<file path="src/security_assoc_spi_table_top_defines.svh">
// ----------------------------------------------------------------------------
// security association table assertion macros
// shared concurrent assertion forms, clocked on clk and held off in reset
// ----------------------------------------------------------------------------
`ifndef SECURITY_ASSOC_SPI_TABLE_TOP_DEFINES_SVH
`define SECURITY_ASSOC_SPI_TABLE_TOP_DEFINES_SVH

// same-cycle implication
`define SAT_ASSERT_IMP(lbl, ante, cons, msg) \
    lbl: assert property (@(posedge clk) disable iff (!rst_n) (ante) |-> (cons)) \
        else $error(msg);

// next-cycle implication
`define SAT_ASSERT_NEXT(lbl, ante, cons, msg) \
    lbl: assert property (@(posedge clk) disable iff (!rst_n) (ante) |=> (cons)) \
        else $error(msg);

`endif

</file>
<file path="src/sat_ram.sv">
// ----------------------------------------------------------------------------
// sat_ram
// simple dual-port memory, one write and one registered read per cycle
// ----------------------------------------------------------------------------
`default_nettype none

module sat_ram #(
    parameter int WIDTH = 8,
    parameter int DEPTH = 16
) (
    input  wire logic                     clk,
    input  wire logic                     we,
    input  wire logic [$clog2(DEPTH)-1:0] waddr,
    input  wire logic [WIDTH-1:0]         wdata,
    input  wire logic [$clog2(DEPTH)-1:0] raddr,
    output logic      [WIDTH-1:0]         rdata
);

    logic [WIDTH-1:0] mem [DEPTH];

    always_ff @(posedge clk)
    begin
        if (we)
        begin
            mem[waddr] <= wdata;
        end
        rdata <= mem[raddr];
    end

endmodule

`default_nettype wire

</file>
<file path="config.mk">
export PLATFORM = sky130hd
export DESIGN_NAME = sat_ram
export DESIGN_NICKNAME = d
export VERILOG_FILES = /design/src/security_assoc_spi_table_top_defines.svh /design/src/sat_ram.sv
export SDC_FILE = /design/constraint.sdc
export NUM_CORES = 1
export LEC_CHECK = 0
export BUFFER_PORTS_ARGS = -buffer_cell sky130_fd_sc_hd__clkbuf_2
export CAP_MARGIN = 20
export CORE_UTILIZATION = 49
export DETAILED_ROUTE_END_ITERATION = 7
export PLACE_DENSITY_LB_ADDON = 0.1
export REMOVE_ABC_BUFFERS = 1
export SLEW_MARGIN = 10
export SYNTH_ARGS = -nofsm -noshare
export SYNTH_HDL_FRONTEND = slang
export SYNTH_SLANG_ARGS = --single-unit
</file>
<file path="constraint.sdc">
create_clock -name clk -period 1.5 [get_ports clk]
set_input_delay 0.075 -clock clk [delete_from_list [all_inputs] [get_ports clk]]
set_output_delay 0.075 -clock clk [all_outputs]
set_load 0.02 [all_outputs]
</file>
Word level (Yosys, flattened, before mapping)
Memories as Yosys holds them, arrays and structs flattened. A register that Yosys moved wholly into a read port is not among the register bits.
Cells that the tools add are included.
- input bits: 18
- memories: 1
- flip-flop bits (word level): 0
- memory bits (writable): 128
- output and inout bits: 8
- logic and storage cells: 3
- multiplexer cells: 2
- memories (memory ; words ; bits a word ; rd ports ; clocked after memory_dff ; wr ports ; RTL line ; source):
    mem ; 16 ; 8 ; 1 ; 1 ; 1 ; sat_ram.sv:19 ; logic [WIDTH-1:0] mem [DEPTH];
- operators with widths (kind ; count):
    $mux W1 ; 2

Logic depth before layout (Yosys ltp)
Gate-level depths: netlist of the first run.
- word-level depth: 2
- mapped depth: 5
- depth with buffers taken out: 3

Least setup slack after synthesis of the first run
No wires, ideal clock.
- path type: input to register
- start: input waddr[2]
- end: memory mem[0][0], enable pin
- arrival: 1.185 ns
- stages: 2
- path buffers: 0
- required time: 1.117 ns
- path slack: -0.068 ns
- cells stage by stage: or3b_2 -> nor3_1
- RTL lines (item ; RTL line ; source):
    from (decl) ; sat_ram.sv:13 ; input wire logic [$clog2(DEPTH)-1:0] waddr,
    to (decl) ; sat_ram.sv:19 ;
No word-level cell before the write port.

==> reports/results.ini, run 1 <==
[die]
die-area_mm2 = 0.01092
start_util_pct = 50.31
core_area_mm2 = 0.01023
die_w_um = 104.5
die_h_um = 104.5
rows = 37
io_pins = 26

[job]
maxCapViolCount = 0

[synthesis]
synth_cells = 229
yosysSeqAreaShare_pct = 77.78
synthTopCellsByArea = edfxtp_1 (75%), mux4_2 (7.9%), mux4_1 (7.1%)
syn-mean-instance-area_um2 = 22.48
syn-cell-area_mm2 = 0.005147
synth_cell_type_count = 19
ys_ff_latch = 136
yosysTopAreaCell = edfxtp_1
synth_top_area_share_pct = 74.67
yosysWarnings = 0

[pwr]
irDropWorstVdd_v = 0.0007718
p_total_uw = 8637
power.density_mw_per_mm2 = 1383
p_leak_uw = 0.002171

[global_routing]
grt-ovfl-total = 0
grt.total_usage_pct = 20.28
grt_use_met3_pct = 7.769
met1_usage_pct = 25.68
grt-busiest-layer = met2
antenna_found_initial = 0
grt_util_met2_pct = 31.65
grt_pass1_wl_um = 15190
grt_max_degree = 17
grt_pass1_vias = 2660

[min_path]
min_delay_path_depth = 1
hp-class = input pin to register

[routing]
drt_iter0_drc = 148
viasPerCell = 5.506
vias = 2461
antenna_left = 0
drt-total-wl_um = 9848
wl_per_cell_um = 22.03
drt-pass1-iter-count = 4
drc = 0

[setup_path]
endpoint_kind = register
crit_type = register to register
cp.required_ns = 1.88
reg2reg_slack_ns = 0.12
worstPathArrival_ns = 1.77
worstSetupStartpointType = register
ff2ff_path_depth = 3
critical_path_peak_fanout = 1

[clock_network]
clock-sinks = 136
htree_num_levels = 4
path_clk_slew_ns = 0.06
post_cts_buffers = 0
ctsResizeCount = 0
clock_latency_ns = 0.51
cts_tree = done
clockBufferDepth = 2
root_buffer = clkbuf_8
cts_buffers = 17

[place]
dp_slack_ns = -0.08448
place.gp.congestion = 0.7126
dp_hpwl_um = 6353
port_buffers = 25

[layout]
layout_common_cells = edfxtp_1 (128), clkbuf_2 (25), buf_4 (24)
final_common_cell = edfxtp_1
drive_above_1_share_pct = 31.83
antenna_cells = 0
area_delta_synth_final_pct = 21.32
post-route-util_pct = 61.04
fin_nets = 316
fillers = 733

[sta]
skew_ns = 0.01158
fmax_ghz = 0.7226
fin_crit_ns = 1.384
rsz0062_at_grt = no
relSlewSlack_pct = 74.03
setup_violations = 0
hold_violations = 0
fin_ws_ns = 0.1162
slew_violations = 0
fin_crit_sh_pct = 92.25
worst_pin_slew_ns = 0.3896

[run_status]
status = finished, final reports clean

==> kinds of logic after synthesis <==
logic type,Yosys count,synth area share (%)
flops,136,77.78
compound gates,16,2.334
simple gates,35,3.184
buf+inv,10,1.677
mux,32,15.02
==> where the power goes <==
part,internal [µW],switching (µW)
sequential,4250,25.1
combinational,205,257
clock,2490,1410
total,6950,1690
==> sequential cells by signal, indices dropped and copies added, names as in the netlist <==
name and flops:
rdata 8, mem 128
==> layer usage <==
layer	wire [µm]	vias up
met4	118	0
met3	553	10
li1	-	1113
met5	0	-
met1	4335	1266
met2	4840	72
==> synth_stat cells <==
library cell	number
a22oi_1	16
and2_1	1
and2b_1	1
buf_2	3
buf_4	1
buf_6	3
clkdlybuf4s25_2	3
dfxtp_1	8
edfxtp_1	128
mux4_1	14
mux4_2	18
nand2_1	9
nand2b_1	2
nand3_1	1
nand3b_1	2
nor2_1	13
nor2b_1	1
nor3_1	4
or3b_2	1
==> per-stage QoR <==
step	TNS (ns)	instances	cell area, µm²	hold WS, ns
global route	0	447	6245	0.03930
finish	0	447	6245	0.03975
global placement	-0.1327	408	5617	0.4910
floorplan	-0.5430	219	5061	0.1739
CTS	0	447	6245	0.02438
detailed placement	-0.1406	408	5617	0.4926
==> path summary, 6_finish.rpt <==
check / end / start
max: rdata[3]$_DFF_P_ / mem[9][3]$_DFFE_PP_
min: mem[15][7]$_DFFE_PP_ / wdata[7]
min reg2reg: rdata[5]$_DFF_P_ / mem[6][5]$_DFFE_PP_
max reg2reg: rdata[3]$_DFF_P_ / mem[9][3]$_DFFE_PP_
==> repair_timing <==
| item | in CTS | in global routing |
|---|---|---|
| setup endpoints to repair | 0 | 0 |
| endpoints found under the hold margin | 103 | 0 |
| hold buffers | 7 | 0 |
==> worst max-delay path, cell delays in order (launching register included) <==
cell and delay (ns):
edfxtp_1 0.34, mux4_1 0.51, a22oi_1 0.32, nand2_1 0.08
==> area by class of cell <==
class	instances	area [µm²]	share of cell area, %
Multi-Input combinational cell	83	1057	16.93
Timing Repair Buffer	60	455.4	7.293
Clock buffer	20	425.4	6.812
Clock inverter	12	132.6	2.124
Sequential cell	136	4004	64.12
Tap cell	136	170.2	2.725
Power figures use the tool's default switching activity.
==> run 2, diff against run 1 <==
CELL_PAD_IN_SITES_DETAIL_PLACEMENT = 1   (was not set)
CELL_PAD_IN_SITES_GLOBAL_PLACEMENT = 1   (was not set)
CORE_UTILIZATION = 48   (was 49)
==> run 2 against run 1 <==
  * First-iteration DRC count fell by 1.4%
  * Clock skew decreased by 0.0074 ns
  * Total power grew 7.8%
  * Critical path depth did not move
  * Sequential power hardly changed
  * Clock power is 18% higher
  * Clock-buffer cell count decreased by 1
  * Register-to-register slack about the same
  * Wire length is 4.7% higher
  * Die area rose by 2.0%
  * Highest routed layer unchanged
==> reports/results.ini, run 2 (synthesis results as in run 1) <==
[global_routing]
antenna_found_initial = 0
grt_pass1_wl_um = 15790
grt-ovfl-total = 0
grt.total_usage_pct = 20.70
grt_pass1_vias = 2635
grt_max_degree = 33

[clock_network]
post_cts_buffers = 0
root_buffer = clkbuf_8
path_clk_slew_ns = 0.06
cts_buffers = 17
clock-sinks = 136
htree_num_levels = 4
clock_latency_ns = 0.51
cts_tree = done
clockBufferDepth = 2

[pwr]
irDropWorstVdd_v = 0.0008396
p_leak_uw = 0.002154
power.density_mw_per_mm2 = 1492

[layout]
layout_common_cells = edfxtp_1 (128), clkbuf_2 (25), mux4_2 (18)
fin_area_mm2 = 0.006240
reg.largest.list = mem (128), rdata (8)
finalNonFillerCells = 435
antenna_cells = 0
largest_register = mem
final_common_cell = edfxtp_1
drive_above_1_share_pct = 32.11
largest_reg_flops = 128
area_delta_synth_final_pct = 21.22
fin_nets = 304

[routing]
wl_per_cell_um = 23.70
drt-total-wl_um = 10310
drt-pass1-iter-count = 4
antenna_left = 0
vias = 2432
drt_iter0_drc = 146
drc = 0
viasPerCell = 5.591

[min_path]
hp-class = input pin to register
min-delay-start = wdata[7]
min_delay_path_depth = 1

[sta]
fin_crit_sh_pct = 91.30
fin_crit_ns = 1.370
worst_pin_slew_ns = 0.7595
setup_violations = 0
relSlewSlack_pct = 49.26
rsz0062_at_grt = no
slew_violations = 0
hold_violations = 0
fmax_ghz = 0.7302
skew_ns = 0.004184

[place]
place.gp.congestion = 0.6861
port_buffers = 25
dp_hpwl_um = 6635
dpl_cell_area_mm2 = 0.005544
dp_cells = 400

[setup_path]
worstSetupStartpointType = register
critical_path_peak_fanout = 1
ff2ff_path_depth = 3
reg2reg_slack_ns = 0.13
reg2reg_from = mem[8][3]$_DFFE_PP_
endpoint_kind = register
critPathLaunch = mem[8][3]$_DFFE_PP_
crit_type = register to register
cp.required_ns = 1.88
worstPathArrival_ns = 1.75

[job]
maxCapViolCount = 0

[die]
die_h_um = 105.6
rows = 37
die_w_um = 105.6
start_util_pct = 49.64
die-area_mm2 = 0.01114
core_area_mm2 = 0.01037
io_pins = 26

[run_status]
status = finished, final reports clean

==> run 2: where the power goes <==
| part | internal [µW] | switching, µW | total (µW) |
|---|---|---|---|
| Sequential | 4250 | 30.6 | 4280 |
| Combinational | 181 | 254 | 435 |
| Clock | 3110 | 1480 | 4590 |
| Total | 7540 | 1770 | 9310 |
==> run 2: cell type report <==
type	instances	area (µm²)
timing repair buffer	48	342.8
tap	136	170.2
clock inverter	13	224.0
sequential	136	4004
fill	870	4130
clock buffer	19	441.7
multi-input combinational	83	1057
==> run 2: metrics by stage <==
step / power [µW] / hold WS, ns / setup slack (ns) / TNS (ns) / util (%)
after CTS: 9407 / 0.008008 / 0.07834 / 0 / 60.17
after global routing: 9568 / 0.02409 / 0.02869 / 0 / 60.17
after global placement: 4776 / 0.5021 / -0.04676 / -0.09143 / 53.46
after floorplan: 4547 / 0.1739 / -0.06787 / -0.5430 / -
after detailed placement: 4793 / 0.4961 / -0.09546 / -0.1969 / 53.46
final: 9311 / 0.03135 / 0.1305 / 0 / 60.17
==> run 2: worst max-delay path, cell delays in order (launching register included) <==
cell      delay (ns)
edfxtp_1        0.38
mux4_1          0.49
a22oi_1         0.27
nand2_1         0.11
==> run 2: per-layer routing <==
metal	share of wire (%)	up-vias	GRT usage, %
met2	51	65	33.65
li1	-	1089	-
met1	44	1270	27.32
met3	4.8	8	5.999
met5	0	-	0
met4	0.85	0	6.250
==> run 2: path summary, 6_finish.rpt <==
check,end
worst max register to register,rdata[3]$_DFF_P_
worst min register to register,rdata[4]$_DFF_P_
worst min-delay path,mem[5][7]$_DFFE_PP_
worst max-delay path,rdata[3]$_DFF_P_
==> run 2: what timing repair did <==
item,4_1_cts,5_1_grt
resized for setup,0,0
hold buffers,3,0
hold endpoints to repair,48,0
==> run 3, diff against run 2 <==
PLACE_DENSITY = 0.84   (was not set)
PLACE_DENSITY_LB_ADDON = not set   (was 0.1)
==> run 3 against run 2 <==
  * Clock-buffer cell count did not move
  * Wire length rose by 6.8%
  * Cell count rose by 2.1%
  * Worst setup slack got worse by 0.052 ns
  * Sequential share of layout area fell by 0.75 points
  * Register-to-register slack got worse by 0.05 ns
  * Global-route usage rose by 1.4 points
  * Critical endpoint is now rdata[4]$_DFF_P_
  * Highest routed layer unchanged
==> reports/results.ini, run 3 (synthesis results as in run 1) <==
[place]
port_buffers = 25
place.gp.congestion = 0.7105
dp_hpwl_um = 7099

[run_status]
status = finished, final reports clean

[layout]
fin_nets = 314
area_delta_synth_final_pct = 22.65
largest_register = mem
largest_reg_flops = 128
drive_above_1_share_pct = 34.09
layout_common_cells = edfxtp_1 (128), buf_4 (27), clkbuf_2 (25)
antenna_cells = 0
final_common_cell = edfxtp_1
reg.largest.list = mem (128), rdata (8)

[min_path]
min_delay_path_depth = 1
min_to = mem[5][1]$_DFFE_PP_
hp-class = input pin to register
min-delay-start = wdata[1]

[die]
die_h_um = 105.6
die-area_mm2 = 0.01114
core_area_mm2 = 0.01037
io_pins = 26
rows = 37
start_util_pct = 49.64
die_w_um = 105.6

[sta]
skew_ns = 0.006490
hold_violations = 0
slew_violations = 0
setup_violations = 0
relSlewSlack_pct = 70.23
hold_ws_ns = 0.01537
fin_crit_sh_pct = 94.80
fmax_ghz = 0.7032
rsz0062_at_grt = no
worst_pin_slew_ns = 0.4466
fin_crit_ns = 1.422

[routing]
drt-total-wl_um = 11020
vias = 2552
drt-pass1-iter-count = 5
drt_iter0_drc = 225
drc = 0
wl_per_cell_um = 24.81
viasPerCell = 5.748
antenna_left = 0

[global_routing]
grt-ovfl-total = 0
grt_pass1_wl_um = 16860
grt.total_usage_pct = 22.09
grt_pass1_vias = 2867
grt_max_degree = 33
antenna_found_initial = 0

[setup_path]
ff2ff_path_depth = 3
critical_path_peak_fanout = 1
crit_chain = mux4_2 > a22oi_1 > nand2_1
r2r_end = rdata[4]$_DFF_P_
reg2reg_from = mem[3][4]$_DFFE_PP_
reg2reg_slack_ns = 0.08
crit_slowest_cell = mux4_2
critPathLaunch = mem[3][4]$_DFFE_PP_
cp.required_ns = 1.89
crit_type = register to register
max_stage_delay_ns = 0.49
worstSetupStartpointType = register
worstPathArrival_ns = 1.82
endpoint_kind = register

[clock_network]
clock-sinks = 136
cts_tree = done
post_cts_buffers = 0
holdBufCountCts = 3
path_clk_slew_ns = 0.06
clockBufferDepth = 2
clock_latency_ns = 0.51
root_buffer = clkbuf_8
cts_buffers = 17
ctsResizeCount = 0
htree_num_levels = 4

[pwr]
p_leak_uw = 0.002203
power.density_mw_per_mm2 = 1485
p_total_uw = 9378
irDropWorstVdd_v = 0.0008379

[job]
maxCapViolCount = 0

==> run 3: layout make-up <==
| type | instances | area [µm²] |
|---|---|---|
| Sequential cell | 136 | 4004 |
| Clock buffer | 19 | 441.7 |
| Fill cell | 877 | 4056 |
| Timing Repair Buffer | 58 | 417.9 |
| Tap cell | 136 | 170.2 |
| Clock inverter | 12 | 222.7 |
| Multi-Input combinational cell | 83 | 1057 |
==> run 3: critical path: cells and delay by family (launching register included) <==
kind            cells  cell delay, ns
flops               1            0.39
compound gates      1            0.34
mux                 1            0.49
simple gates        1            0.09
==> run 3: worst max-delay path by stage <==
stage / to / slack, ns / cells after the start
3_3_place_gp: rdata[5]$_DFF_P_ / -0.01 / 6
6_report: rdata[4]$_DFF_P_ / 0.08 / 3
2_1_floorplan: mem[0][0]$_DFFE_PP_ / -0.07 / 2
3_5_place_dp: mem[0][6]$_DFFE_PP_ / -0.03 / 4
4_1_cts: rdata[4]$_DFF_P_ / 0.1 / 3
5_1_grt: rdata[2]$_DFF_P_ / 0.002 / 3
==> run 3: per-layer routing <==
layer  GRT usage, %  wire, µm  vias up
met5              0         0        -
met4          8.135        80        0
met3          6.061       751        7
met2          38.82      6011      103
met1          26.06      4172     1338
li1               -         -     1104
==> run 3: through the flow <==
| step | setup slack [ns] | setup TNS (ns) | area (µm²) | cells | util (%) |
|---|---|---|---|---|---|
| floorplan | -0.06787 | -0.5430 | 5061 | 219 | - |
| global placement | -0.01147 | -0.01147 | 5619 | 410 | 54.19 |
| detailed placement | -0.03339 | -0.1675 | 5619 | 410 | 54.19 |
| CTS | 0.09595 | 0 | 6314 | 444 | 60.88 |
| global route | 0.001795 | 0 | 6314 | 444 | 60.88 |
| finish | 0.07803 | 0 | 6314 | 444 | 60.88 |
==> run 3: power by group <==
part / total [µW] / internal (µW) / switching [µW]
sequential: 4280 / 4250 / 28.3
combinational: 454 / 190 / 265
clock: 4650 / 3110 / 1530
