## src/security_assoc_spi_table_top_defines.svh

```systemverilog
// ----------------------------------------------------------------------------
// security association table assertion macros
// shared concurrent assertion forms, clocked on clk and held off in reset
// ----------------------------------------------------------------------------
`ifndef SECURITY_ASSOC_SPI_TABLE_TOP_DEFINES_SVH
`define SECURITY_ASSOC_SPI_TABLE_TOP_DEFINES_SVH

// same-cycle implication
`define SAT_ASSERT_IMP(lbl, ante, cons, msg) \
    lbl: assert property (@(posedge clk) disable iff (!rst_n) (ante) |-> (cons)) \
        else $error(msg);

// next-cycle implication
`define SAT_ASSERT_NEXT(lbl, ante, cons, msg) \
    lbl: assert property (@(posedge clk) disable iff (!rst_n) (ante) |=> (cons)) \
        else $error(msg);

`endif

```

## src/sat_pkg.sv

```systemverilog
// ----------------------------------------------------------------------------
// sat_pkg
// types and codes of the security association table
// ----------------------------------------------------------------------------
`default_nettype none

package sat_pkg;

    localparam logic [1:0] KIND_UPSERT = 2'd0;
    localparam logic [1:0] KIND_DELETE = 2'd1;
    localparam logic [1:0] KIND_LOOKUP = 2'd2;
    localparam logic [1:0] KIND_NEWEST = 2'd3;

    localparam logic [1:0] WIRE_VALID     = 2'd0;
    localparam logic [1:0] WIRE_MALFORMED = 2'd1;

    localparam logic [2:0] ST_OK       = 3'd0;
    localparam logic [2:0] ST_BAD      = 3'd1;
    localparam logic [2:0] ST_UNSUP    = 3'd2;
    localparam logic [2:0] ST_STALE    = 3'd3;
    localparam logic [2:0] ST_CAPACITY = 3'd4;
    localparam logic [2:0] ST_NOTFOUND = 3'd5;

    localparam logic [31:0] HASH_MUL = 32'h7feb352d;

    typedef struct packed {
        logic [1:0]  kind;
        logic [31:0] sa_spi;
        logic [63:0] ue_id;
        logic [31:0] pdu_id;
        logic [63:0] generation;
        logic [1:0]  wire_check;
    } req_t;

    typedef struct packed {
        logic [2:0]  status;
        logic [5:0]  slot;
        logic [63:0] entry_generation;
        logic [6:0]  entry_count;
        logic [63:0] table_revision;
    } rsp_t;

    typedef struct packed {
        logic        used;
        logic [31:0] spi;
        logic [63:0] ue;
        logic [31:0] pdu;
        logic [63:0] install_gen;
        logic [63:0] watermark_gen;
    } entry_t;

    typedef enum logic [10:0] {
        S_CLEAR = 11'b00000000001,
        S_IDLE  = 11'b00000000010,
        S_MUL   = 11'b00000000100,
        S_MOD   = 11'b00000001000,
        S_REM   = 11'b00000010000,
        S_PRD   = 11'b00000100000,
        S_PIDX  = 11'b00001000000,
        S_PENT  = 11'b00010000000,
        S_SCAN  = 11'b00100000000,
        S_SWEEP = 11'b01000000000,
        S_DONE  = 11'b10000000000
    } state_t;

endpackage

`default_nettype wire

```

## src/sat_ctrl.sv

```systemverilog
// ----------------------------------------------------------------------------
// sat_ctrl
// sequencer: hash, index probe, entry scan and read-modify-write sweep
// ----------------------------------------------------------------------------
`default_nettype none
`include "security_assoc_spi_table_top_defines.svh"

module sat_ctrl import sat_pkg::*; #(
    parameter int MAX_ENTRIES = 64,
    parameter int INDEX_SLOTS = 128
) (
    input  wire logic                                 clk,
    input  wire logic                                 rst_n,
    input  wire logic                                 req_valid,
    output logic                                      req_stall,
    input  wire req_t                                 req,
    output logic                                      rsp_valid,
    input  wire logic                                 rsp_stall,
    output rsp_t                                      rsp,
    output logic                                      idx_we,
    output logic [$clog2(INDEX_SLOTS)-1:0]            idx_waddr,
    output logic [$clog2(MAX_ENTRIES+2)-1:0]          idx_wdata,
    output logic [$clog2(INDEX_SLOTS)-1:0]            idx_raddr,
    input  wire logic [$clog2(MAX_ENTRIES+2)-1:0]     idx_rdata,
    output logic                                      ent_we,
    output logic [$clog2(MAX_ENTRIES)-1:0]            ent_waddr,
    output entry_t                                    ent_wdata,
    output logic [$clog2(MAX_ENTRIES)-1:0]            ent_raddr,
    input  wire entry_t                               ent_rdata
);

    localparam int EW   = $clog2(MAX_ENTRIES);
    localparam int EC   = $clog2(MAX_ENTRIES + 1);
    localparam int IW   = $clog2(INDEX_SLOTS);
    localparam int PC   = $clog2(INDEX_SLOTS + 1);
    localparam int VW   = $clog2(MAX_ENTRIES + 2);
    localparam int CLRN = (INDEX_SLOTS > MAX_ENTRIES) ? INDEX_SLOTS : MAX_ENTRIES;
    localparam int CW   = $clog2(CLRN);

    localparam logic [VW-1:0] MAXV = VW'(MAX_ENTRIES);
    localparam logic [VW-1:0] TOMB = VW'(MAX_ENTRIES + 1);

    // reciprocal of the index size, quotient estimate is low by at most one
    localparam logic [31:0] NSLOT32 = 32'(INDEX_SLOTS);
    localparam logic [31:0] RECIP   = 32'((64'd1 << 32) / 64'(INDEX_SLOTS));

    state_t           state_reg, state_next;
    req_t             item_reg, item_next;
    logic [CW-1:0]    clr_reg, clr_next;
    logic [31:0]      hx_reg, hx_next;
    logic [31:0]      h_reg, h_next;
    logic [31:0]      q_reg, q_next;
    logic [31:0]      sum_reg, sum_next;
    logic [IW-1:0]    cell_reg, cell_next;
    logic [PC-1:0]    probe_reg, probe_next;
    logic [EW-1:0]    sel_reg, sel_next;
    logic             found_reg, found_next;
    logic [EW-1:0]    fent_reg, fent_next;
    logic [IW-1:0]    fcell_reg, fcell_next;
    logic             fsess_reg, fsess_next;
    logic [63:0]      finst_reg, finst_next;
    logic             tomb_reg, tomb_next;
    logic [IW-1:0]    tcell_reg, tcell_next;
    logic             empty_reg, empty_next;
    logic [IW-1:0]    ecell_reg, ecell_next;
    logic [EC-1:0]    acnt_reg, acnt_next;
    logic             rdv_reg, rdv_next;
    logic [EW-1:0]    rdi_reg, rdi_next;
    logic [63:0]      wm_reg, wm_next;
    logic             free_reg, free_next;
    logic [EW-1:0]    fidx_reg, fidx_next;
    logic             best_reg, best_next;
    logic [EW-1:0]    bidx_reg, bidx_next;
    logic [63:0]      binst_reg, binst_next;
    logic [EW-1:0]    target_reg, target_next;
    logic             fresh_reg, fresh_next;
    logic [2:0]       rst_reg, rst_next;
    logic [EW-1:0]    ridx_reg, ridx_next;
    logic [63:0]      rgen_reg, rgen_next;
    logic [EC-1:0]    used_reg, used_next;
    logic [63:0]      revision_reg, revision_next;
    logic             out_valid_reg, out_valid_next;
    rsp_t             out_reg, out_next;

    always_comb
    begin
        logic [63:0]   prod;
        logic [63:0]   prodq;
        logic [31:0]   rem_v;
        logic          go_post;
        logic          go_scan;
        logic          go_fin;
        logic          go_decide;
        logic          advance;
        logic [2:0]    st_v;
        logic [EW-1:0] idx_v;
        logic [63:0]   gen_v;
        logic          sess;
        logic          last;
        logic [63:0]   wm_v;
        logic          free_v;
        logic [EW-1:0] fidx_v;
        logic          best_v;
        logic [EW-1:0] bidx_v;
        logic [63:0]   binst_v;
        logic [31:0]   sum_inc;
        entry_t        upd;

        state_next     = state_reg;
        item_next      = item_reg;
        clr_next       = clr_reg;
        hx_next        = hx_reg;
        h_next         = h_reg;
        q_next         = q_reg;
        sum_next       = sum_reg;
        cell_next      = cell_reg;
        probe_next     = probe_reg;
        sel_next       = sel_reg;
        found_next     = found_reg;
        fent_next      = fent_reg;
        fcell_next     = fcell_reg;
        fsess_next     = fsess_reg;
        finst_next     = finst_reg;
        tomb_next      = tomb_reg;
        tcell_next     = tcell_reg;
        empty_next     = empty_reg;
        ecell_next     = ecell_reg;
        acnt_next      = acnt_reg;
        rdv_next       = 1'b0;
        rdi_next       = rdi_reg;
        wm_next        = wm_reg;
        free_next      = free_reg;
        fidx_next      = fidx_reg;
        best_next      = best_reg;
        bidx_next      = bidx_reg;
        binst_next     = binst_reg;
        target_next    = target_reg;
        fresh_next     = fresh_reg;
        rst_next       = rst_reg;
        ridx_next      = ridx_reg;
        rgen_next      = rgen_reg;
        used_next      = used_reg;
        revision_next  = revision_reg;
        out_valid_next = out_valid_reg;
        out_next       = out_reg;

        idx_we    = 1'b0;
        idx_waddr = cell_reg;
        idx_wdata = '0;
        idx_raddr = cell_reg;
        ent_we    = 1'b0;
        ent_waddr = rdi_reg;
        ent_wdata = '0;
        ent_raddr = acnt_reg[EW-1:0];

        prod      = {32'b0, hx_reg} * {32'b0, HASH_MUL};
        prodq     = {32'b0, h_reg} * {32'b0, RECIP};
        rem_v     = '0;
        go_post   = 1'b0;
        go_scan   = 1'b0;
        go_fin    = 1'b0;
        go_decide = 1'b0;
        advance   = 1'b0;
        st_v      = ST_NOTFOUND;
        idx_v     = '0;
        gen_v     = '0;
        sess      = ent_rdata.used && (ent_rdata.ue == item_reg.ue_id)
                    && (ent_rdata.pdu == item_reg.pdu_id);
        last      = rdv_reg && (rdi_reg == EW'(MAX_ENTRIES - 1));
        wm_v      = wm_reg;
        free_v    = free_reg;
        fidx_v    = fidx_reg;
        best_v    = best_reg;
        bidx_v    = bidx_reg;
        binst_v   = binst_reg;
        sum_inc   = sum_reg + 32'd1;
        upd       = ent_rdata;

        if (out_valid_reg && !rsp_stall)
        begin
            out_valid_next = 1'b0;
        end

        unique case (state_reg)
            S_CLEAR:
            begin
                idx_we    = (32'(clr_reg) < INDEX_SLOTS);
                idx_waddr = clr_reg[IW-1:0];
                ent_we    = (32'(clr_reg) < MAX_ENTRIES);
                ent_waddr = clr_reg[EW-1:0];
                clr_next  = clr_reg + CW'(1);
                if (clr_reg == CW'(CLRN - 1))
                begin
                    state_next = S_IDLE;
                end
            end
            S_IDLE:
            begin
                if (req_valid)
                begin
                    item_next  = req;
                    hx_next    = req.sa_spi ^ (req.sa_spi >> 16);
                    found_next = 1'b0;
                    tomb_next  = 1'b0;
                    empty_next = 1'b0;
                    unique case (req.kind)
                        KIND_UPSERT:
                        begin
                            if (req.generation == 64'd0 || req.wire_check == WIRE_MALFORMED)
                            begin
                                st_v   = ST_BAD;
                                go_fin = 1'b1;
                            end
                            else if (req.wire_check != WIRE_VALID)
                            begin
                                st_v   = ST_UNSUP;
                                go_fin = 1'b1;
                            end
                            else if (req.sa_spi == 32'd0 || req.pdu_id == 32'd0)
                            begin
                                st_v   = ST_BAD;
                                go_fin = 1'b1;
                            end
                            else
                            begin
                                state_next = S_MUL;
                            end
                        end
                        KIND_DELETE:
                        begin
                            if (req.generation == 64'd0 || req.sa_spi == 32'd0)
                            begin
                                st_v   = ST_BAD;
                                go_fin = 1'b1;
                            end
                            else
                            begin
                                state_next = S_MUL;
                            end
                        end
                        KIND_LOOKUP:
                        begin
                            if (req.sa_spi == 32'd0)
                            begin
                                go_fin = 1'b1;
                            end
                            else
                            begin
                                state_next = S_MUL;
                            end
                        end
                        KIND_NEWEST:
                        begin
                            if (req.pdu_id == 32'd0)
                            begin
                                go_fin = 1'b1;
                            end
                            else
                            begin
                                go_scan = 1'b1;
                            end
                        end
                        default:
                        begin
                            go_fin = 1'b1;
                        end
                    endcase
                end
            end
            S_MUL:
            begin
                h_next     = prod[31:0] ^ (prod[31:0] >> 15);
                state_next = S_MOD;
            end
            S_MOD:
            begin
                q_next     = prodq[63:32];
                state_next = S_REM;
            end
            S_REM:
            begin
                rem_v = h_reg - q_reg * NSLOT32;
                if (rem_v >= NSLOT32)
                begin
                    rem_v = rem_v - NSLOT32;
                end
                cell_next  = rem_v[IW-1:0];
                sum_next   = h_reg;
                probe_next = '0;
                state_next = S_PRD;
            end
            S_PRD:
            begin
                state_next = S_PIDX;
            end
            S_PIDX:
            begin
                if (idx_rdata == '0)
                begin
                    empty_next = 1'b1;
                    ecell_next = cell_reg;
                    go_post    = 1'b1;
                end
                else if (idx_rdata > MAXV)
                begin
                    if (!tomb_reg)
                    begin
                        tomb_next  = 1'b1;
                        tcell_next = cell_reg;
                    end
                    advance = 1'b1;
                end
                else
                begin
                    ent_raddr  = EW'(idx_rdata - VW'(1));
                    sel_next   = EW'(idx_rdata - VW'(1));
                    state_next = S_PENT;
                end
            end
            S_PENT:
            begin
                if (ent_rdata.used && ent_rdata.spi == item_reg.sa_spi)
                begin
                    found_next = 1'b1;
                    fent_next  = sel_reg;
                    fcell_next = cell_reg;
                    fsess_next = (ent_rdata.ue == item_reg.ue_id)
                                 && (ent_rdata.pdu == item_reg.pdu_id);
                    finst_next = ent_rdata.install_gen;
                    go_post    = 1'b1;
                end
                else
                begin
                    advance = 1'b1;
                end
            end
            S_SCAN:
            begin
                if (32'(acnt_reg) < MAX_ENTRIES)
                begin
                    rdv_next  = 1'b1;
                    rdi_next  = acnt_reg[EW-1:0];
                    acnt_next = acnt_reg + EC'(1);
                end
                if (rdv_reg)
                begin
                    if (sess && ent_rdata.watermark_gen > wm_v)
                    begin
                        wm_v = ent_rdata.watermark_gen;
                    end
                    if (!ent_rdata.used && !free_v)
                    begin
                        free_v = 1'b1;
                        fidx_v = rdi_reg;
                    end
                    if (sess && (!best_v || ent_rdata.install_gen > binst_v))
                    begin
                        best_v  = 1'b1;
                        bidx_v  = rdi_reg;
                        binst_v = ent_rdata.install_gen;
                    end
                end
                wm_next    = wm_v;
                free_next  = free_v;
                fidx_next  = fidx_v;
                best_next  = best_v;
                bidx_next  = bidx_v;
                binst_next = binst_v;
                go_decide  = last;
            end
            S_SWEEP:
            begin
                if (32'(acnt_reg) < MAX_ENTRIES)
                begin
                    rdv_next  = 1'b1;
                    rdi_next  = acnt_reg[EW-1:0];
                    acnt_next = acnt_reg + EC'(1);
                end
                if (rdv_reg)
                begin
                    if (rdi_reg == target_reg)
                    begin
                        ent_we = 1'b1;
                        if (item_reg.kind == KIND_UPSERT)
                        begin
                            upd.used          = 1'b1;
                            upd.spi           = item_reg.sa_spi;
                            upd.ue            = item_reg.ue_id;
                            upd.pdu           = item_reg.pdu_id;
                            upd.install_gen   = item_reg.generation;
                            upd.watermark_gen = item_reg.generation;
                            ent_wdata         = upd;
                        end
                        else
                        begin
                            ent_wdata = '0;
                        end
                    end
                    else if (sess)
                    begin
                        ent_we            = 1'b1;
                        upd.watermark_gen = item_reg.generation;
                        ent_wdata         = upd;
                    end
                end
                if (last)
                begin
                    if (item_reg.kind == KIND_UPSERT)
                    begin
                        gen_v = item_reg.generation;
                        if (fresh_reg)
                        begin
                            used_next = used_reg + EC'(1);
                        end
                    end
                    else
                    begin
                        gen_v = finst_reg;
                        if (used_reg != '0)
                        begin
                            used_next = used_reg - EC'(1);
                        end
                    end
                    revision_next = revision_reg + 64'd1;
                    st_v          = ST_OK;
                    idx_v         = target_reg;
                    go_fin        = 1'b1;
                end
            end
            S_DONE:
            begin
                if (!out_valid_reg)
                begin
                    out_valid_next           = 1'b1;
                    out_next.status          = rst_reg;
                    out_next.slot            = 6'(ridx_reg);
                    out_next.entry_generation = rgen_reg;
                    out_next.entry_count     = 7'(used_reg);
                    out_next.table_revision  = revision_reg;
                    state_next               = S_IDLE;
                end
            end
            default:
            begin
                state_next = S_CLEAR;
            end
        endcase

        if (advance)
        begin
            if (probe_reg == PC'(INDEX_SLOTS - 1))
            begin
                go_post = 1'b1;
            end
            else
            begin
                probe_next = probe_reg + PC'(1);
                sum_next   = sum_inc;
                if (sum_inc == 32'd0 || cell_reg == IW'(INDEX_SLOTS - 1))
                begin
                    cell_next = '0;
                end
                else
                begin
                    cell_next = cell_reg + IW'(1);
                end
                state_next = S_PRD;
            end
        end

        if (go_post)
        begin
            unique case (item_reg.kind)
                KIND_LOOKUP:
                begin
                    if (found_next)
                    begin
                        st_v  = ST_OK;
                        idx_v = fent_next;
                        gen_v = finst_next;
                    end
                    go_fin = 1'b1;
                end
                KIND_UPSERT:
                begin
                    if (found_next && !fsess_next)
                    begin
                        st_v   = ST_BAD;
                        go_fin = 1'b1;
                    end
                    else
                    begin
                        go_scan = 1'b1;
                    end
                end
                KIND_DELETE:
                begin
                    if (!found_next || !fsess_next)
                    begin
                        go_fin = 1'b1;
                    end
                    else
                    begin
                        go_scan = 1'b1;
                    end
                end
                default:
                begin
                    go_fin = 1'b1;
                end
            endcase
        end

        if (go_decide)
        begin
            if (item_reg.kind == KIND_NEWEST)
            begin
                if (best_v)
                begin
                    st_v  = ST_OK;
                    idx_v = bidx_v;
                    gen_v = binst_v;
                end
                go_fin = 1'b1;
            end
            else if (item_reg.generation <= wm_v)
            begin
                st_v   = ST_STALE;
                go_fin = 1'b1;
            end
            else if (item_reg.kind == KIND_DELETE || found_reg)
            begin
                target_next = fent_reg;
                fresh_next  = 1'b0;
                if (item_reg.kind == KIND_DELETE)
                begin
                    idx_we    = 1'b1;
                    idx_waddr = fcell_reg;
                    idx_wdata = TOMB;
                end
                acnt_next  = '0;
                rdv_next   = 1'b0;
                state_next = S_SWEEP;
            end
            else if (!free_v || (!tomb_reg && !empty_reg))
            begin
                st_v   = ST_CAPACITY;
                go_fin = 1'b1;
            end
            else
            begin
                target_next = fidx_v;
                fresh_next  = 1'b1;
                idx_we      = 1'b1;
                idx_waddr   = tomb_reg ? tcell_reg : ecell_reg;
                idx_wdata   = VW'(fidx_v) + VW'(1);
                acnt_next   = '0;
                rdv_next    = 1'b0;
                state_next  = S_SWEEP;
            end
        end

        if (go_scan)
        begin
            acnt_next  = '0;
            rdv_next   = 1'b0;
            wm_next    = '0;
            free_next  = 1'b0;
            best_next  = 1'b0;
            binst_next = '0;
            state_next = S_SCAN;
        end

        if (go_fin)
        begin
            rst_next   = st_v;
            ridx_next  = (st_v == ST_OK) ? idx_v : '0;
            rgen_next  = (st_v == ST_OK) ? gen_v : '0;
            state_next = S_DONE;
        end
    end

    always_ff @(posedge clk or negedge rst_n)
    begin
        if (!rst_n)
        begin
            state_reg     <= S_CLEAR;
            clr_reg       <= '0;
            used_reg      <= '0;
            revision_reg  <= '0;
            out_valid_reg <= 1'b0;
            rdv_reg       <= 1'b0;
            acnt_reg      <= '0;
            probe_reg     <= '0;
            found_reg     <= 1'b0;
            tomb_reg      <= 1'b0;
            empty_reg     <= 1'b0;
            free_reg      <= 1'b0;
            best_reg      <= 1'b0;
            fresh_reg     <= 1'b0;
        end
        else
        begin
            state_reg     <= state_next;
            clr_reg       <= clr_next;
            used_reg      <= used_next;
            revision_reg  <= revision_next;
            out_valid_reg <= out_valid_next;
            rdv_reg       <= rdv_next;
            acnt_reg      <= acnt_next;
            probe_reg     <= probe_next;
            found_reg     <= found_next;
            tomb_reg      <= tomb_next;
            empty_reg     <= empty_next;
            free_reg      <= free_next;
            best_reg      <= best_next;
            fresh_reg     <= fresh_next;
        end
    end

    always_ff @(posedge clk)
    begin
        item_reg   <= item_next;
        hx_reg     <= hx_next;
        h_reg      <= h_next;
        q_reg      <= q_next;
        sum_reg    <= sum_next;
        cell_reg   <= cell_next;
        sel_reg    <= sel_next;
        fent_reg   <= fent_next;
        fcell_reg  <= fcell_next;
        fsess_reg  <= fsess_next;
        finst_reg  <= finst_next;
        tcell_reg  <= tcell_next;
        ecell_reg  <= ecell_next;
        rdi_reg    <= rdi_next;
        wm_reg     <= wm_next;
        fidx_reg   <= fidx_next;
        bidx_reg   <= bidx_next;
        binst_reg  <= binst_next;
        target_reg <= target_next;
        rst_reg    <= rst_next;
        ridx_reg   <= ridx_next;
        rgen_reg   <= rgen_next;
        out_reg    <= out_next;
    end

    assign req_stall = (state_reg != S_IDLE);
    assign rsp_valid = out_valid_reg;
    assign rsp       = out_reg;

    `SAT_ASSERT_IMP(a_count_range, 1'b1, used_reg <= EC'(MAX_ENTRIES),
        "entry count above capacity")
    `SAT_ASSERT_IMP(a_fresh_room, state_reg == S_SWEEP && fresh_reg,
        used_reg < EC'(MAX_ENTRIES), "new entry with table full")
    `SAT_ASSERT_NEXT(a_rev_hold, state_reg != S_SWEEP,
        revision_reg == $past(revision_reg), "revision moved outside sweep")

endmodule

`default_nettype wire

```

## config.mk

```make
export PLATFORM = sky130hd
export DESIGN_NAME = sat_ctrl
export DESIGN_NICKNAME = d
export VERILOG_FILES = /design/src/sat_pkg.sv /design/src/sat_ctrl.sv
export VERILOG_INCLUDE_DIRS = /design/src /design/src/src
export SDC_FILE = /design/constraint.sdc
export NUM_CORES = 2
export LEC_CHECK = 0
export BUFFER_PORTS_ARGS = -buffer_cell sky130_fd_sc_hd__buf_4
export CAP_MARGIN = 5
export CORE_AREA = 2 2 348 350
export CTS_BUF_LIST = sky130_fd_sc_hd__clkbuf_4
export DETAILED_ROUTE_END_ITERATION = 8
export DIE_AREA = 0 0 350 352
export PLACE_DENSITY = 0.65
export SLEW_MARGIN = 10
export SYNTH_ARGS = -nofsm -noshare
export SYNTH_HDL_FRONTEND = slang
export SYNTH_SLANG_ARGS = --single-unit
```

## constraint.sdc

```tcl
create_clock -name clk -period 15.4 [get_ports clk]
set_input_delay 1.54 -clock clk [delete_from_list [all_inputs] [get_ports clk]]
set_output_delay 1.54 -clock clk [all_outputs]
set_load 0.05 [all_outputs]
```

Word-level counts from Yosys, hierarchy flattened
Index checks and enable logic that the tools add are counted.

Output and inout port bits: 438. Bits in registers: 901. Word-level logic and storage cells: 359.

Equal/unequal tests: 33. Add/subtract/negate cells: 12. Multiply operators: 1. Magnitude comparators: 7. Reduce and logical (&&, ||, !) cells: 54. Mux-type cells: 199. Bitwise operators: 8.

Operators by type and width (number): $mux 257 (5); $mux 64 (17); $mux 7 (30); $mux 11 (19); $mux 6 (22); $gt 64x64->1 (2); $pmux 11 s9 (1); $logic_not 32->1 (3); $mux 32 (3); $mux 1 (70); $add 64x1->64 const B (1); $eq 32x32->1 (2); $eq 64x64->1 (1); $le 64x64->1 (1); $logic_not 64->1 (1); $mux 3 (15); $pmux 11 s3 (1); $add 32x1->32 const B (1); $ge 32x8->1 const B (1); $mul 32x31->32 const B (1); $sub 32x32->32 (1); $xor 32x16->32 (1); $xor 32x17->32 (1); $add 7x1->7 const B (4); other kinds (43) (110).

Longest topological paths before layout
Depth in word-level cells: 17. Gate-level depth with buffers: 26.

Worst setup path before layout
Ideal clock, no wire load.

Path type: reg2reg. Start point: reg state_reg[2]. End point: reg out_reg, in the netlist rsp[0] (enable). Path buffers: 1. Slack: 6.743 ns. Cell stages (with the launch flop): 7. Arrival time: 7.989 ns. Required time: 14.732 ns. Path through: dfrtp_1 clkbuf_1 or3_1 nor3_1 nand3_1 nor3b_1 nor2b_1.

Longest elaborated chain between the ends: 2.

RTL lines: from (decl) (line sat_ctrl.sv:47) `state_t state_reg, state_next;`; from (signal assigned) (line sat_ctrl.sv:604) `state_reg <= state_next;`; $eq 11x11->1 (line sat_ctrl.sv:184) `unique case (state_reg)`; $reduce_and 2->1 (no source line); to (signal assigned) (line sat_ctrl.sv:645) `out_reg <= out_next;`; to (decl) (line sat_ctrl.sv:83) `rsp_t out_reg, out_next;`.

No other way between the ends. A chain may end at the register's enable or synchronous reset.

Final worst setup path
Start point: reg item_reg[83] (netlist name). End point: out idx_waddr[1].

Longest elaborated chain between the ends: 10.

RTL lines: from (decl) (line sat_ctrl.sv:48) `req_t item_reg, item_next;`; from (signal assigned) (line sat_ctrl.sv:623) `item_reg <= item_next;`; $eq 32x32->1 (line sat_ctrl.sv:168) `&& (ent_rdata.pdu == item_reg.pdu_id);`; $logic_and 1x1->1 (line sat_ctrl.sv:168); $logic_and 1x1->1 (line sat_ctrl.sv:347) `if (sess && ent_rdata.watermark_gen > wm_v)`; $mux 64 (line sat_ctrl.sv:347); $mux 64 (line sat_ctrl.sv:345) `if (rdv_reg)`; $mux 64; $le 64x64->1 (line sat_ctrl.sv:526) `else if (item_reg.generation <= wm_v)`; $mux 7 (line sat_ctrl.sv:526); $mux 7 (line sat_ctrl.sv:516) `if (item_reg.kind == KIND_NEWEST)`; $mux 7 (line sat_ctrl.sv:514) `if (go_decide)`; to (decl) (line sat_ctrl.sv:21) `output logic [$clog2(INDEX_SLOTS)-1:0] idx_waddr,`.

No other way between the ends.

==> impl_summary.txt <==
----------------------------------------------------
[Placement]
  Weighted congestion reported at the end of routability-driven placement ... ~1.0
  Port Buffer Count ... roughly 900
  Post-placement setup slack ... 4.75 ns
  Sum of net half-perimeters after detailed placement ... approximately 160000 um
  # placed instances ... 7400

[Floorplanning]
  Die width ... about 350 um
  Number of top-level pins ... roughly 900
  Vertical extent of the die ... 352 um
  Std-Cell Core Area ... between 100000 and 150000 um2
  Starting Density ... 0.440
  Number of cell rows ... approximately 130
  Die outline area ... 123000 um2

[Synth]
  Most frequent cell after synthesis ... inv_1
  Async set-reset flop share out of synthesis ... 0.130
  Synth top area share ... 0.285
  Sequential cell area fraction in the yosys report ... 0.434
  Post-synthesis instance total ... 5044
  Syn nets ... roughly 6100
  Post-synth EDFFs ... 498
  Leading area contributor after synthesis ... edfxtp_1
  Avg Cell Area, Syn ... ~10 um2
  Distinct cell type count after synthesis ... 86
  Number of register bits inferred by synthesis ... 860
  Top area cells in the synthesized netlist ... edfxtp_1 (28%), dfxtp_1 (9.5%), ha_1 (9.3%), fa_1 (7.8%), mux2i_1 (6.4%)
  Most common flop cell mapped by yosys ... edfxtp_1
  Count of warnings emitted by yosys ... 0
  Post-synthesis cell area ... 52500 um2
  Most common library cells after synthesis ... inv_1 (620), edfxtp_1 (498), nand2_1 (404)

[Clock tree]
  Clock Latency Late Sink ... between 1 and 1.5 ns
  Number of buffers inserted to repair setup after CTS ... 0
  Number of sinks on the clock net ... between 800 and 900
  CTS Buffer Depth ... 3
  Clock Root Buffer ... clkbuf_4
  H-tree depth ... 4
  Reg clk slew, reported paths ... 0.07 ns
  Inserted Clock Buffers ... 230
  Clock tree from TritonCTS ... done
  Post-cts gate resize count ... 0
  Hold-fix buffers, CTS ... 0

[Timing]
  Minimum setup slack in the final design ... between 4 and 5 ns
  Period utilisation layout ... 0.704
  Achievable Freq ... between 90 and 100 MHz
  Rel. slew slack ... 0.169
  Post-Route Skew ... around 0.07 ns
  Setup TNS Final ... 0 ns
  Final max-slew violation count ... 0
  Final-report hold violation count ... 0
  Final setup violation count ... 0
  Clock period minus final worst setup slack ... roughly 11 ns
  Slew @ Worst Pin ... around 1.2 ns
  Setup repair after global routing missed its margin ... no

[Finish]
  Core occupancy in the finished layout ... 0.538
  Max reg flops ... between 150 and 200
  Area growth syn-to-layout ... 22.3%
  Number of nets in the finished design ... 7080
  Final standard cell count with taps included and fillers excluded ... between 7000 and 8000
  Ratio of cells with drive above 1 in the final layout ... 0.221

[Route]
  Detailed router's first-iteration violation count ... approximately 4300
  Average wire per cell in the routed design ... between 20 and 30 um
  Met2 WL ... 94100 um
  Wirelength, routed ... between 200000 and 250000 um
  Routed vias ... ~43000
  Detailed-routed wire length on met3 ... about 18000 um
  Residual DRC ... 0
  Via-per-instance ratio ... between 5 and 6
  Wire length the detailed router placed on met1 ... 81600 um
  Number of nets with antenna violations after detailed routing ... 0
  First-pass iteration count of the detailed router ... 5
  Highest signal layer in the routed design ... met4

[GRT]
  Number of antenna violations at the first check in global routing ... 40
  Pin count of the biggest net entering global routing ... just under 200
  First-pass GRT wire length ... ~290000 um
  Number of global-route vias before repair ... about 43000
  Remaining Overflow, GRT ... 0
  Total GRT Usage ... 0.324

[Critical path]
  Maximum fanout along the worst path ... 32
  Critical path type ... reg2out
  Data required, critical path ... approximately 14 ns
  CP Launch Type ... register
  CP endpoint kind ... output pin
  Data arrival at the endpoint of the critical path ... a little over 9 ns

[Power]
  Worst IR drop on VDD ... roughly 70 uV
  Cell leakage power ... ~28 nW
  PnR Total Power ... roughly 4.8 mW
  Pwr per Cell Area ... 75.4 nW/um2

[Run status]
  Status ... finished clean

[Min path]
  Worst min-delay path class ... in2async

[Job]
  Max-capacitance violation count ... 0

----------------------------------------------------
==> cell families after synthesis <==
group,count (synthesis),synth area share
compound gates,708,0.0843
xor+xnor,325,0.0542
fa+ha+maj,595,0.171
buf+inv,816,0.0602
flops,860,0.434
mux,350,0.0671
simple gates,1390,0.129
==> critical path, cell delays in order, from the launching register on <==
cell and delay, ns:
edfxtp_1 0.50, xor2_1 0.21, nor4_1 0.60, nand4_1 0.17, nor4_1 0.50, nand3_1 0.61
or4_1 0.72, a221oi_4 0.21, buf_4 0.53, mux2i_1 0.19, ha_1 0.35, nand4_1 0.14
or4_1 0.59, nor3_1 0.31, o31a_1 0.20, nor4_1 0.05, o21ai_0 0.60, nand4_1 0.46
inv_1 0.61, o22a_1 0.26, buf_4 0.20
==> worst paths after layout <==
kind,start,to,slack [ns],cells after the start
max,item_reg[83],idx_waddr[1],4.55,20
min,rst_n,used_reg[0],0.39,1
max reg2reg,item_reg[83],rgen_reg[51],6.81,19
min reg2reg,rgen_reg[37],rsp[108],0.40,0
max in group asynchronous,rst_n,clr_reg[0],13.73,2
min in group clk,rgen_reg[37],rsp[108],0.40,0
==> per-stage QoR <==
step | hold WS, ns | cell area, um2
6_report | 0.394 | 64200
5_1_grt | 0.324 | 64200
4_1_cts | 0.278 | 64100
3_5_place_dp | 0.405 | 60900
3_3_place_gp | 0.401 | 60900
2_1_floorplan | 0.400 | 52500
==> metal layers <==
layer / vias up / global-route usage
met1: 21303 / 0.417
li1: 19705 / -
met4: 0 / 0.151
met2: 2057 / 0.515
met3: 383 / 0.0753
met5: - / 0
==> cell type report <==
cell class | count | area (um2)
inverters | 622 | 2340
clock inverters | 80 | 484
well taps | 1612 | 2020
flip-flops and latches | 860 | 22800
multi-input cells | 3368 | 26700
clock buffers | 356 | 2670
diodes | 40 | 100
fillers | 10790 | 55100
repair buffers | 939 | 7090
==> cells in the final DEF, fill, tap and decap left out, types with 19 or more instances in the layout <==
master and count:
clkbuf_4 356, dfrtp_1 111, and2_1 79, nand3_1 280, edfxtp_1 498, ha_1 390, nand2_1 404, a211oi_1 25
nor2_1 260, fa_1 205, buf_4 936, inv_1 619, diode_2 40, and3_1 42, nor2b_1 19, nand4_1 89
clkinv_1 53, nor3_1 34, dfxtp_1 250, a21oi_1 326, mux2i_1 335, nor4_1 74, xnor2_1 185, a21o_1 49
nand2b_1 32, o22a_1 70, o21ai_0 88, xor2_1 140
==> where the power goes <==
part	leakage, nW	internal, mW	switching (mW)
combinational	18.1	0.117	0.132
sequential	7.89	2.42	0.000946
clock	1.86	1.11	1.06
total	27.8	3.65	1.19
(Power assumes the default switching activity.)
